===== config.mk =====
export PLATFORM = sky130hd
export DESIGN_NAME = relay_session_table_with_aging_top
export DESIGN_NICKNAME = d
export VERILOG_FILES = /design/src/rtl/rstwa_pkg.sv /design/src/rtl/rstwa_cell.sv /design/src/rtl/relay_session_table_with_aging_top.sv
export SDC_FILE = /design/constraint.sdc
export NUM_CORES = 2
export LEC_CHECK = 0
export BUFFER_PORTS_ARGS = -buffer_cell sky130_fd_sc_hd__buf_4
export CAP_MARGIN = 15
export CORE_ASPECT_RATIO = 0.5
export CORE_MARGIN = 5
export CORE_UTILIZATION = 65
export CTS_BUF_LIST = sky130_fd_sc_hd__clkbuf_4 sky130_fd_sc_hd__clkbuf_8 sky130_fd_sc_hd__clkbuf_16
export DETAILED_ROUTE_END_ITERATION = 12
export PLACE_DENSITY = 0.92
export SLEW_MARGIN = 30
export SYNTH_ARGS = -nofsm -noshare
export SYNTH_HDL_FRONTEND = slang
export SYNTH_HIERARCHICAL = 1
export SYNTH_SLANG_ARGS = --single-unit

===== constraint.sdc =====
create_clock -name clock -period 14.9 [get_ports clock]
set_input_delay 1.49 -clock clock [delete_from_list [all_inputs] [get_ports clock]]
set_output_delay 1.49 -clock clock [all_outputs]
set_load 0.005 [all_outputs]

===== src/rtl/rstwa_pkg.sv =====
// ----------------------------------------------------------------------------
// Relay session table package
// Shared widths, codes, the session entry type and the controller states.
// ----------------------------------------------------------------------------
package rstwa_pkg;

   localparam int SLOTS_DEFAULT    = 16;
   localparam int AGE_BITS_DEFAULT = 8;

   localparam int ADDR_W   = 32;
   localparam int PORT_W   = 16;
   localparam int TYPE_W   = 2;
   localparam int STATUS_W = 3;
   localparam int SLOT_W   = 4;
   localparam int TMO_W    = 8;
   localparam int CSR_IDX_W = 1;
   localparam int CSR_DATA_W = 16;

   localparam logic [TYPE_W-1:0] REQ_TICK  = 2'd0;
   localparam logic [TYPE_W-1:0] REQ_ALLOC = 2'd1;
   localparam logic [TYPE_W-1:0] REQ_RELAY = 2'd2;
   localparam logic [TYPE_W-1:0] REQ_NONE  = 2'd3;

   localparam logic [STATUS_W-1:0] ST_TICK_DONE = 3'd0;
   localparam logic [STATUS_W-1:0] ST_FOUND     = 3'd1;
   localparam logic [STATUS_W-1:0] ST_CREATED   = 3'd2;
   localparam logic [STATUS_W-1:0] ST_FULL      = 3'd3;
   localparam logic [STATUS_W-1:0] ST_RELAYED   = 3'd4;
   localparam logic [STATUS_W-1:0] ST_INVALID   = 3'd5;

   localparam logic [CSR_IDX_W-1:0] CSR_TIMEOUT   = 1'd0;
   localparam logic [CSR_IDX_W-1:0] CSR_PORT_BASE = 1'd1;

   typedef struct packed {
      logic              valid;
      logic [ADDR_W-1:0] caller_addr;
      logic [PORT_W-1:0] caller_port;
      logic [ADDR_W-1:0] callee_addr;
      logic [PORT_W-1:0] callee_port;
      logic              peer;
   } entry_type;

   typedef enum logic [1:0] {
      CTL_IDLE,
      CTL_SCAN,
      CTL_FILL,
      CTL_RESP
   } ctl_state_type;

endpackage


===== src/rtl/rstwa_cell.sv =====
// ----------------------------------------------------------------------------
// Session cell
// Holds one session entry and its age, and passes both to its neighbour on
// every rotation step of the ring.
// ----------------------------------------------------------------------------
module rstwa_cell #(
   parameter int AGE_BITS = rstwa_pkg::AGE_BITS_DEFAULT
) (
   input  logic                  clock,
   input  logic                  reset,
   input  logic                  shift_en,
   input  rstwa_pkg::entry_type  entry_in,
   input  logic [AGE_BITS-1:0]   age_in,
   output rstwa_pkg::entry_type  entry_out,
   output logic [AGE_BITS-1:0]   age_out
);

   rstwa_pkg::entry_type  entry_ff;
   logic [AGE_BITS-1:0]   age_ff;

   always_ff @(posedge clock) begin
      if (reset) begin
         entry_ff <= '0;
         age_ff   <= '0;
      end else if (shift_en) begin
         entry_ff <= entry_in;
         age_ff   <= age_in;
      end
   end

   assign entry_out = entry_ff;
   assign age_out   = age_ff;

endmodule


===== src/rtl/relay_session_table_with_aging_top.sv =====
// Timing: a tick, a found or full allocate and a relay offer their result after
// one scan pass of the ring; a created allocate offers it after a further fill pass.
// Throughput: one transaction at a time; the next is accepted only once the ring
// passes are done and the result has been taken, set by the passes and rsp_stall.
// Reset clears every session, restores timeout 30 and port base 50000, and
// the block is ready in the next cycle.
// ----------------------------------------------------------------------------
// Relay session table with aging
// A ring of session cells rotates past one head unit that ages, matches,
// reclaims, creates and relays, one slot per cycle in index order.
// ----------------------------------------------------------------------------
module relay_session_table_with_aging_top #(
   parameter int SLOTS    = rstwa_pkg::SLOTS_DEFAULT,
   parameter int AGE_BITS = rstwa_pkg::AGE_BITS_DEFAULT
) (
   input  logic                              clock,
   input  logic                              reset,
   input  logic                              req_valid,
   output logic                              req_stall,
   input  logic [rstwa_pkg::TYPE_W-1:0]      req_type,
   input  logic [rstwa_pkg::ADDR_W-1:0]      req_src_addr,
   input  logic [rstwa_pkg::PORT_W-1:0]      req_src_port,
   input  logic [rstwa_pkg::SLOT_W-1:0]      req_slot_index,
   output logic                              rsp_valid,
   input  logic                              rsp_stall,
   output logic [rstwa_pkg::STATUS_W-1:0]    rsp_status_code,
   output logic [rstwa_pkg::SLOT_W-1:0]      rsp_result_slot,
   output logic [rstwa_pkg::PORT_W-1:0]      rsp_relay_port,
   output logic [rstwa_pkg::ADDR_W-1:0]      rsp_dest_addr,
   output logic [rstwa_pkg::PORT_W-1:0]      rsp_dest_port,
   input  logic                              csr_write_en,
   input  logic [rstwa_pkg::CSR_IDX_W-1:0]   csr_index,
   input  logic [rstwa_pkg::CSR_DATA_W-1:0]  csr_wdata
);

   localparam int POS_W = (SLOTS > 1) ? $clog2(SLOTS) : 1;
   localparam int CMP_W = 17;

   rstwa_pkg::ctl_state_type state_ff, state_in;

   logic [rstwa_pkg::TMO_W-1:0]   timeout_ff;
   logic [rstwa_pkg::PORT_W-1:0]  base_ff;

   logic [rstwa_pkg::TYPE_W-1:0]  op_ff;
   logic [rstwa_pkg::ADDR_W-1:0]  addr_ff;
   logic [rstwa_pkg::PORT_W-1:0]  port_ff;
   logic [rstwa_pkg::SLOT_W-1:0]  idx_ff;
   logic [POS_W-1:0]              pos_ff;
   logic                          done_ff;
   logic                          relay_ok_ff;
   logic                          free_found_ff;
   logic [POS_W-1:0]              free_slot_ff;

   logic [rstwa_pkg::STATUS_W-1:0] res_status_ff;
   logic [rstwa_pkg::SLOT_W-1:0]   res_slot_ff;
   logic [rstwa_pkg::PORT_W-1:0]   res_rp_ff;
   logic [rstwa_pkg::ADDR_W-1:0]   res_da_ff;
   logic [rstwa_pkg::PORT_W-1:0]   res_dp_ff;

   rstwa_pkg::entry_type cell_entry [SLOTS];
   logic [AGE_BITS-1:0]  cell_age   [SLOTS];
   rstwa_pkg::entry_type head_entry;
   logic [AGE_BITS-1:0]  head_age;
   rstwa_pkg::entry_type cur;
   logic [AGE_BITS-1:0]  cur_age;

   logic shift_en, accept, last;
   logic hit, free_now, relay_ok;
   logic [rstwa_pkg::ADDR_W-1:0] relay_da;
   logic [rstwa_pkg::PORT_W-1:0] relay_dp;
   logic [rstwa_pkg::PORT_W-1:0] pos_port;
   logic caller_eq, callee_eq, expired, idx_here;

   // The ring: each cell takes from its upper neighbour, the top cell from
   // the head unit, which sees the slot numbered pos_ff in cell zero.
   for (genvar k = 0; k < SLOTS; k++) begin : g_cell
      rstwa_cell #(.AGE_BITS(AGE_BITS)) u_cell (
         .clock     (clock),
         .reset     (reset),
         .shift_en  (shift_en),
         .entry_in  ((k == SLOTS - 1) ? head_entry : cell_entry[(k + 1) % SLOTS]),
         .age_in    ((k == SLOTS - 1) ? head_age   : cell_age[(k + 1) % SLOTS]),
         .entry_out (cell_entry[k]),
         .age_out   (cell_age[k])
      );
   end

   assign cur      = cell_entry[0];
   assign cur_age  = cell_age[0];
   assign last     = (pos_ff == POS_W'(SLOTS - 1));
   assign accept   = req_valid && !req_stall;
   assign pos_port = base_ff + rstwa_pkg::PORT_W'(pos_ff);

   assign caller_eq = (cur.caller_addr == addr_ff) && (cur.caller_port == port_ff);
   assign callee_eq = cur.peer && (cur.callee_addr == addr_ff) &&
                      (cur.callee_port == port_ff);
   assign expired   = CMP_W'(cur_age) >= CMP_W'(timeout_ff);
   assign idx_here  = (CMP_W'(idx_ff) == CMP_W'(pos_ff));

   // Head unit: works on the one slot leaving cell zero.
   always_comb begin
      head_entry = cur;
      head_age   = cur_age;
      hit        = 1'b0;
      free_now   = 1'b0;
      relay_ok   = 1'b0;
      relay_da   = cur.callee_addr;
      relay_dp   = cur.callee_port;
      if (state_ff == rstwa_pkg::CTL_SCAN) begin
         case (op_ff)
            rstwa_pkg::REQ_TICK: begin
               if (cur.valid && (CMP_W'(cur_age) < CMP_W'(timeout_ff)) && (cur_age != '1)) begin
                  head_age = cur_age + AGE_BITS'(1);
               end
            end
            rstwa_pkg::REQ_ALLOC: begin
               if (!done_ff) begin
                  if (cur.valid && (caller_eq || callee_eq)) begin
                     hit      = 1'b1;
                     head_age = '0;
                  end else begin
                     if (cur.valid && expired) begin
                        head_entry = '0;
                        head_age   = '0;
                     end
                     free_now = !cur.valid || expired;
                  end
               end
            end
            rstwa_pkg::REQ_RELAY: begin
               if (idx_here && cur.valid) begin
                  relay_ok = 1'b1;
                  head_age = '0;
                  if (callee_eq) begin
                     relay_da = cur.caller_addr;
                     relay_dp = cur.caller_port;
                  end else if (!cur.peer && !caller_eq) begin
                     head_entry.callee_addr = addr_ff;
                     head_entry.callee_port = port_ff;
                     head_entry.peer        = 1'b1;
                     relay_da = cur.caller_addr;
                     relay_dp = cur.caller_port;
                  end
               end
            end
            default: begin
            end
         endcase
      end else if (state_ff == rstwa_pkg::CTL_FILL && pos_ff == free_slot_ff) begin
         head_entry             = '0;
         head_entry.valid       = 1'b1;
         head_entry.caller_addr = addr_ff;
         head_entry.caller_port = port_ff;
         head_age               = '0;
      end
   end

   always_comb begin
      state_in = state_ff;
      case (state_ff)
         rstwa_pkg::CTL_IDLE: begin
            if (accept && req_type != rstwa_pkg::REQ_NONE) begin
               state_in = rstwa_pkg::CTL_SCAN;
            end
         end
         rstwa_pkg::CTL_SCAN: begin
            if (last) begin
               if (op_ff == rstwa_pkg::REQ_ALLOC && !(done_ff || hit) &&
                   (free_found_ff || free_now)) begin
                  state_in = rstwa_pkg::CTL_FILL;
               end else begin
                  state_in = rstwa_pkg::CTL_RESP;
               end
            end
         end
         rstwa_pkg::CTL_FILL: begin
            if (last) begin
               state_in = rstwa_pkg::CTL_RESP;
            end
         end
         rstwa_pkg::CTL_RESP: begin
            if (!rsp_stall) begin
               state_in = rstwa_pkg::CTL_IDLE;
            end
         end
         default: state_in = rstwa_pkg::CTL_IDLE;
      endcase
   end

   always_comb begin
      req_stall = (state_ff != rstwa_pkg::CTL_IDLE);
      rsp_valid = (state_ff == rstwa_pkg::CTL_RESP);
      shift_en  = (state_ff == rstwa_pkg::CTL_SCAN) || (state_ff == rstwa_pkg::CTL_FILL);
   end

   always_ff @(posedge clock) begin
      if (reset) begin
         state_ff      <= rstwa_pkg::CTL_IDLE;
         timeout_ff    <= rstwa_pkg::TMO_W'(30);
         base_ff       <= rstwa_pkg::PORT_W'(50000);
         pos_ff        <= '0;
         done_ff       <= 1'b0;
         relay_ok_ff   <= 1'b0;
         free_found_ff <= 1'b0;
      end else begin
         state_ff <= state_in;
         if (csr_write_en) begin
            case (csr_index)
               rstwa_pkg::CSR_TIMEOUT:   timeout_ff <= csr_wdata[rstwa_pkg::TMO_W-1:0];
               rstwa_pkg::CSR_PORT_BASE: base_ff    <= csr_wdata;
               default: begin
               end
            endcase
         end
         if (shift_en) begin
            pos_ff <= last ? '0 : pos_ff + POS_W'(1);
         end
         if (state_ff == rstwa_pkg::CTL_IDLE) begin
            done_ff       <= 1'b0;
            relay_ok_ff   <= 1'b0;
            free_found_ff <= 1'b0;
         end else if (state_ff == rstwa_pkg::CTL_SCAN) begin
            if (hit)      done_ff     <= 1'b1;
            if (relay_ok) relay_ok_ff <= 1'b1;
            if (free_now && !free_found_ff) begin
               free_found_ff <= 1'b1;
            end
         end
      end
   end

   // Transaction fields and the result held for the response channel.
   always_ff @(posedge clock) begin
      if (accept) begin
         op_ff   <= req_type;
         addr_ff <= req_src_addr;
         port_ff <= req_src_port;
         idx_ff  <= req_slot_index;
      end
      if (state_ff == rstwa_pkg::CTL_SCAN) begin
         if (free_now && !free_found_ff) begin
            free_slot_ff <= pos_ff;
         end
         if (hit) begin
            res_status_ff <= rstwa_pkg::ST_FOUND;
            res_slot_ff   <= rstwa_pkg::SLOT_W'(pos_ff);
            res_rp_ff     <= pos_port;
            res_da_ff     <= cur.caller_addr;
            res_dp_ff     <= cur.caller_port;
         end else if (relay_ok) begin
            res_status_ff <= rstwa_pkg::ST_RELAYED;
            res_slot_ff   <= rstwa_pkg::SLOT_W'(pos_ff);
            res_rp_ff     <= pos_port;
            res_da_ff     <= relay_da;
            res_dp_ff     <= relay_dp;
         end else if (last) begin
            if (op_ff == rstwa_pkg::REQ_TICK ||
                (op_ff == rstwa_pkg::REQ_ALLOC && !done_ff) ||
                (op_ff == rstwa_pkg::REQ_RELAY && !relay_ok_ff)) begin
               res_slot_ff <= '0;
               res_rp_ff   <= '0;
               res_da_ff   <= '0;
               res_dp_ff   <= '0;
            end
            if (op_ff == rstwa_pkg::REQ_TICK) begin
               res_status_ff <= rstwa_pkg::ST_TICK_DONE;
            end else if (op_ff == rstwa_pkg::REQ_ALLOC && !done_ff) begin
               res_status_ff <= rstwa_pkg::ST_FULL;
            end else if (op_ff == rstwa_pkg::REQ_RELAY && !relay_ok_ff) begin
               res_status_ff <= rstwa_pkg::ST_INVALID;
            end
         end
      end else if (state_ff == rstwa_pkg::CTL_FILL && pos_ff == free_slot_ff) begin
         res_status_ff <= rstwa_pkg::ST_CREATED;
         res_slot_ff   <= rstwa_pkg::SLOT_W'(pos_ff);
         res_rp_ff     <= pos_port;
         res_da_ff     <= addr_ff;
         res_dp_ff     <= port_ff;
      end
   end

   assign rsp_status_code = res_status_ff;
   assign rsp_result_slot = res_slot_ff;
   assign rsp_relay_port  = res_rp_ff;
   assign rsp_dest_addr   = res_da_ff;
   assign rsp_dest_port   = res_dp_ff;

`ifndef ASSERT_OFF
   // The ring must be back in slot order whenever a result is offered.
   a_aligned_at_resp: assert property (@(posedge clock) disable iff (reset)
      rsp_valid |-> (pos_ff == '0))
      else $error("session ring not aligned at response");

   // A fill pass only follows an allocate that found a free slot.
   a_fill_has_slot: assert property (@(posedge clock) disable iff (reset)
      (state_ff == rstwa_pkg::CTL_FILL) |-> (op_ff == rstwa_pkg::REQ_ALLOC && free_found_ff))
      else $error("fill pass without a free slot");

   // A real transaction starts a scan in the next cycle.
   a_accept_scans: assert property (@(posedge clock) disable iff (reset)
      (accept && req_type != rstwa_pkg::REQ_NONE) |=> (state_ff == rstwa_pkg::CTL_SCAN))
      else $error("accepted transaction did not start a scan");

   // Scan bookkeeping resets before each new transaction.
   a_flags_clear: assert property (@(posedge clock) disable iff (reset)
      accept |=> (!done_ff && !relay_ok_ff && !free_found_ff))
      else $error("scan flags not cleared at acceptance");
`endif

endmodule

==> results.md <==
* Initial DRC count at 5611
* CP Class: flip-flop to flip-flop
* Residual DRC at 0
* GRT Total Usage at 27.18%
* Die Ht at 242.3 um
* Max_cap viols at 0
* Seq/Total Area, Yosys at 54.88%
* CP top delay family: simple AND/OR/NAND/NOR gates
* Placed insts at 7544
* Final period utilization at 37.15%
* CTS tree: built
* Via/cell ratio at 5.990
* Clock Skew at 0.03624 ns
* Status: completed
* Crit path capture type: flip-flop
* Layout cells sized above 1 at 7.686%
* Slew Viols, Final at 0
* TritonRoute pass-1 iters at 6
* Grt total ovfl at 0
* Core ar. at 0.1073 mm^2
* Clk root buf: clkbuf_16
* Area contributors post-synth: dfxtp_1, mux2i_1, nor2_1
* Unrepaired setup endpoints after global routing: false
* Final hold vios at 0
* Peak supply drop at 0.1761 mV
* Rows at 85
* Starting Density at 65.36%
* Critical-path top delay cell: a21oi_4
* Worst EP required at 15.31 ns
* Worst Path Buf+Inv at 1
* Largest net degree at the start of global routing at 274
* # setup viols final at 0
* Met2 wire len at 79330 um
* # clock sinks at 1858
* Die width at 474.5 um
* Peak Freq at 180.7 MHz
* Worst-path clk slew at 0.07 ns
* Maximum fanout along the worst path at 40
* P_leak at 29.38 nW
* Commonest cells after routing, fill and taps aside: nor2_1, dfxtp_1, mux2i_1
* Post-DRT Antenna Nets at 0
* DP HPWL at 93070 um
* Synth top area share at 49.35%
* Dominant cell type by area after synthesis: dfxtp_1
* Htree depth at 4
* Worst-Margin Slew at 1.046 ns
* First-pass GRT wire length at 254400 um
* YS warnings at 6
* Filler cells at 6194
* # nets final at 6367
* Non-Filler Instances at 7826
* Clock latency on the worst-skew pair at 0.79 ns
* Syn Nets at 6463
* Post-CTS sizing at 0
* Multi-input logic area at 0.02822 mm^2
* FFs w/ async S/R, synth at 0%
* Pwr dens at 173.6 mW/mm^2
* Final GP Congestion at 0.8888
* IO Port Bufs at 148
* CTS Buf Count at 151
* DR WL met3 at 13420 um
* Rel. slew slack at 29.65%
* Vias in the first global route at 46.97k
* Worst Setup Start Kind: flip-flop
* Final TNS setup at 0 ns
* CTS Hold Buffers Added at 0
* Syn Area/Cell at 11.02 um^2
* Via count at 46.88k
* Final wirelength at 167300 um
* Number of enable flip-flop cells after synthesis at 129
* Syn Inst Count at 6364
* Crit path DAT at 5.95 ns
* Layout area overhead at 7.671%
* Cell Chain, Critical Path: xor2_1 > nor4_1 > nand4_1 > nor4_4 > o21ai_0 > and3_1 > a21oi_4 > buf_4
* Netlist cell types at 58
* Sequential Area at 0.03849 mm^2
* Fin crit period at 5.535 ns
* Die Area at 0.1150 mm^2
* Mapped Area at 0.07013 mm^2
* Post-DR wirelength/cell at 21.38 um
* #FFs+latches synth at 1858
* Most common cell after layout, fill and taps aside: nor2_1
* Post-CTS Repair Setup Buffers at 0
* Top sig layer: met5
* Largest stage delay, worst path at 0.92 ns
* I/O pin count at 149
* Initial antenna violation count at 9
* Hold Crit Class: flip-flop to flip-flop
* Post-synth top flop: dfxtp_1
* Met1 Wirelength at 64690 um
* Clock Path Buffers at 3
==> cell families (layout without fill, tap and decap cells) <==
logic type,count (synthesis),in the layout,share of synthesized area [%]
AO/OA/AOI/OAI,241,241,2.871
adder cells (fa/ha/maj),23,23,0.4210
other,0,3,0
buffers and inverters,464,488,5.006
multiplexers,1703,1703,24.31
AND/OR/NAND/NOR,1956,1956,11.03
XOR/XNOR,119,119,1.486
flip-flops,1858,1858,54.88
==> worst paths after layout <==
check	cells after the start	slack [ns]	end	startpoint
worst max-delay path	8	9.36	rsp_dest_addr[12]	addr_ff[7]
worst min register to register	2	0.47	timeout_ff[7]	timeout_ff[7]
worst min-delay path	2	0.47	timeout_ff[7]	timeout_ff[7]
worst max register to register	8	9.36	rsp_dest_addr[12]	addr_ff[7]
==> synth_stat cells (all sizes together) (22+ instances only) <==
library cell	count
a221o	48
a32o	49
clkbuf	138
buf	305
a21oi	39
edfxtp	129
nor4	24
nor2	1735
dfxtp	1729
ha	22
xor2	107
mux2i	1699
nor2b	61
nand2	67
a22o	47
==> tightest hold or removal path: cells and delay by family (launching register included) <==
family	cells	cell delay, ns
AND/OR/NAND/NOR	1	0.06
flip-flops	1	0.32
AO/OA/AOI/OAI	1	0.05
==> metrics by stage <==
| step | setup WS, ns | hold slack (ns) | instance area [um^2] | total power, W | util [%] |
|---|---|---|---|---|---|
| detailed placement | 9.790 | 0.4556 | 70120 | 0.008943 | 65.34 |
| global placement | 9.672 | 0.4482 | 70070 | 0.008909 | 65.29 |
| global route | 9.302 | 0.5022 | 75510 | 0.01344 | 70.37 |
| floorplan | 8.746 | 0.4323 | 70130 | 0.009013 | - |
| CTS | 9.566 | 0.4726 | 75300 | 0.01302 | 70.17 |
| finish | 9.365 | 0.4719 | 75510 | 0.01311 | 70.37 |
==> power by group <==
group	switching [W]	internal [W]	total (W)
clock network	0.00186	0.00231	0.00417
registers	0.000107	0.00517	0.00527
logic	0.00205	0.00161	0.00366
==> cell type report <==
class / count / share of cell area [%]
inverter: 21 / 0.1044
tap: 1435 / 2.378
antenna: 3 / 0.009942
multi-input combinational: 4042 / 37.37
timing repair buffer: 194 / 2.311
sequential: 1858 / 50.97
clock buffer: 230 / 6.255
clock inverter: 43 / 0.6081
==> routing by layer <==
layer | track usage, % | vias up
met2 | 44.93 | 2261
met3 | 5.528 | 634
li1 | - | 21360
met1 | 33.61 | 22610
met5 | 0 | -
met4 | 14.66 | 10
==> state kept, by name (all words and copies together) (netlist names), 16 cells and up <==
register and flops:
addr_ff 32, rsp_relay_port 16, g_cell.u_cell/entry_out 1568, g_cell.u_cell/age_out 128, base_ff 16, rsp_dest_port 16, rsp_dest_addr 32, port_ff 16
(Power assumes the default switching activity.)
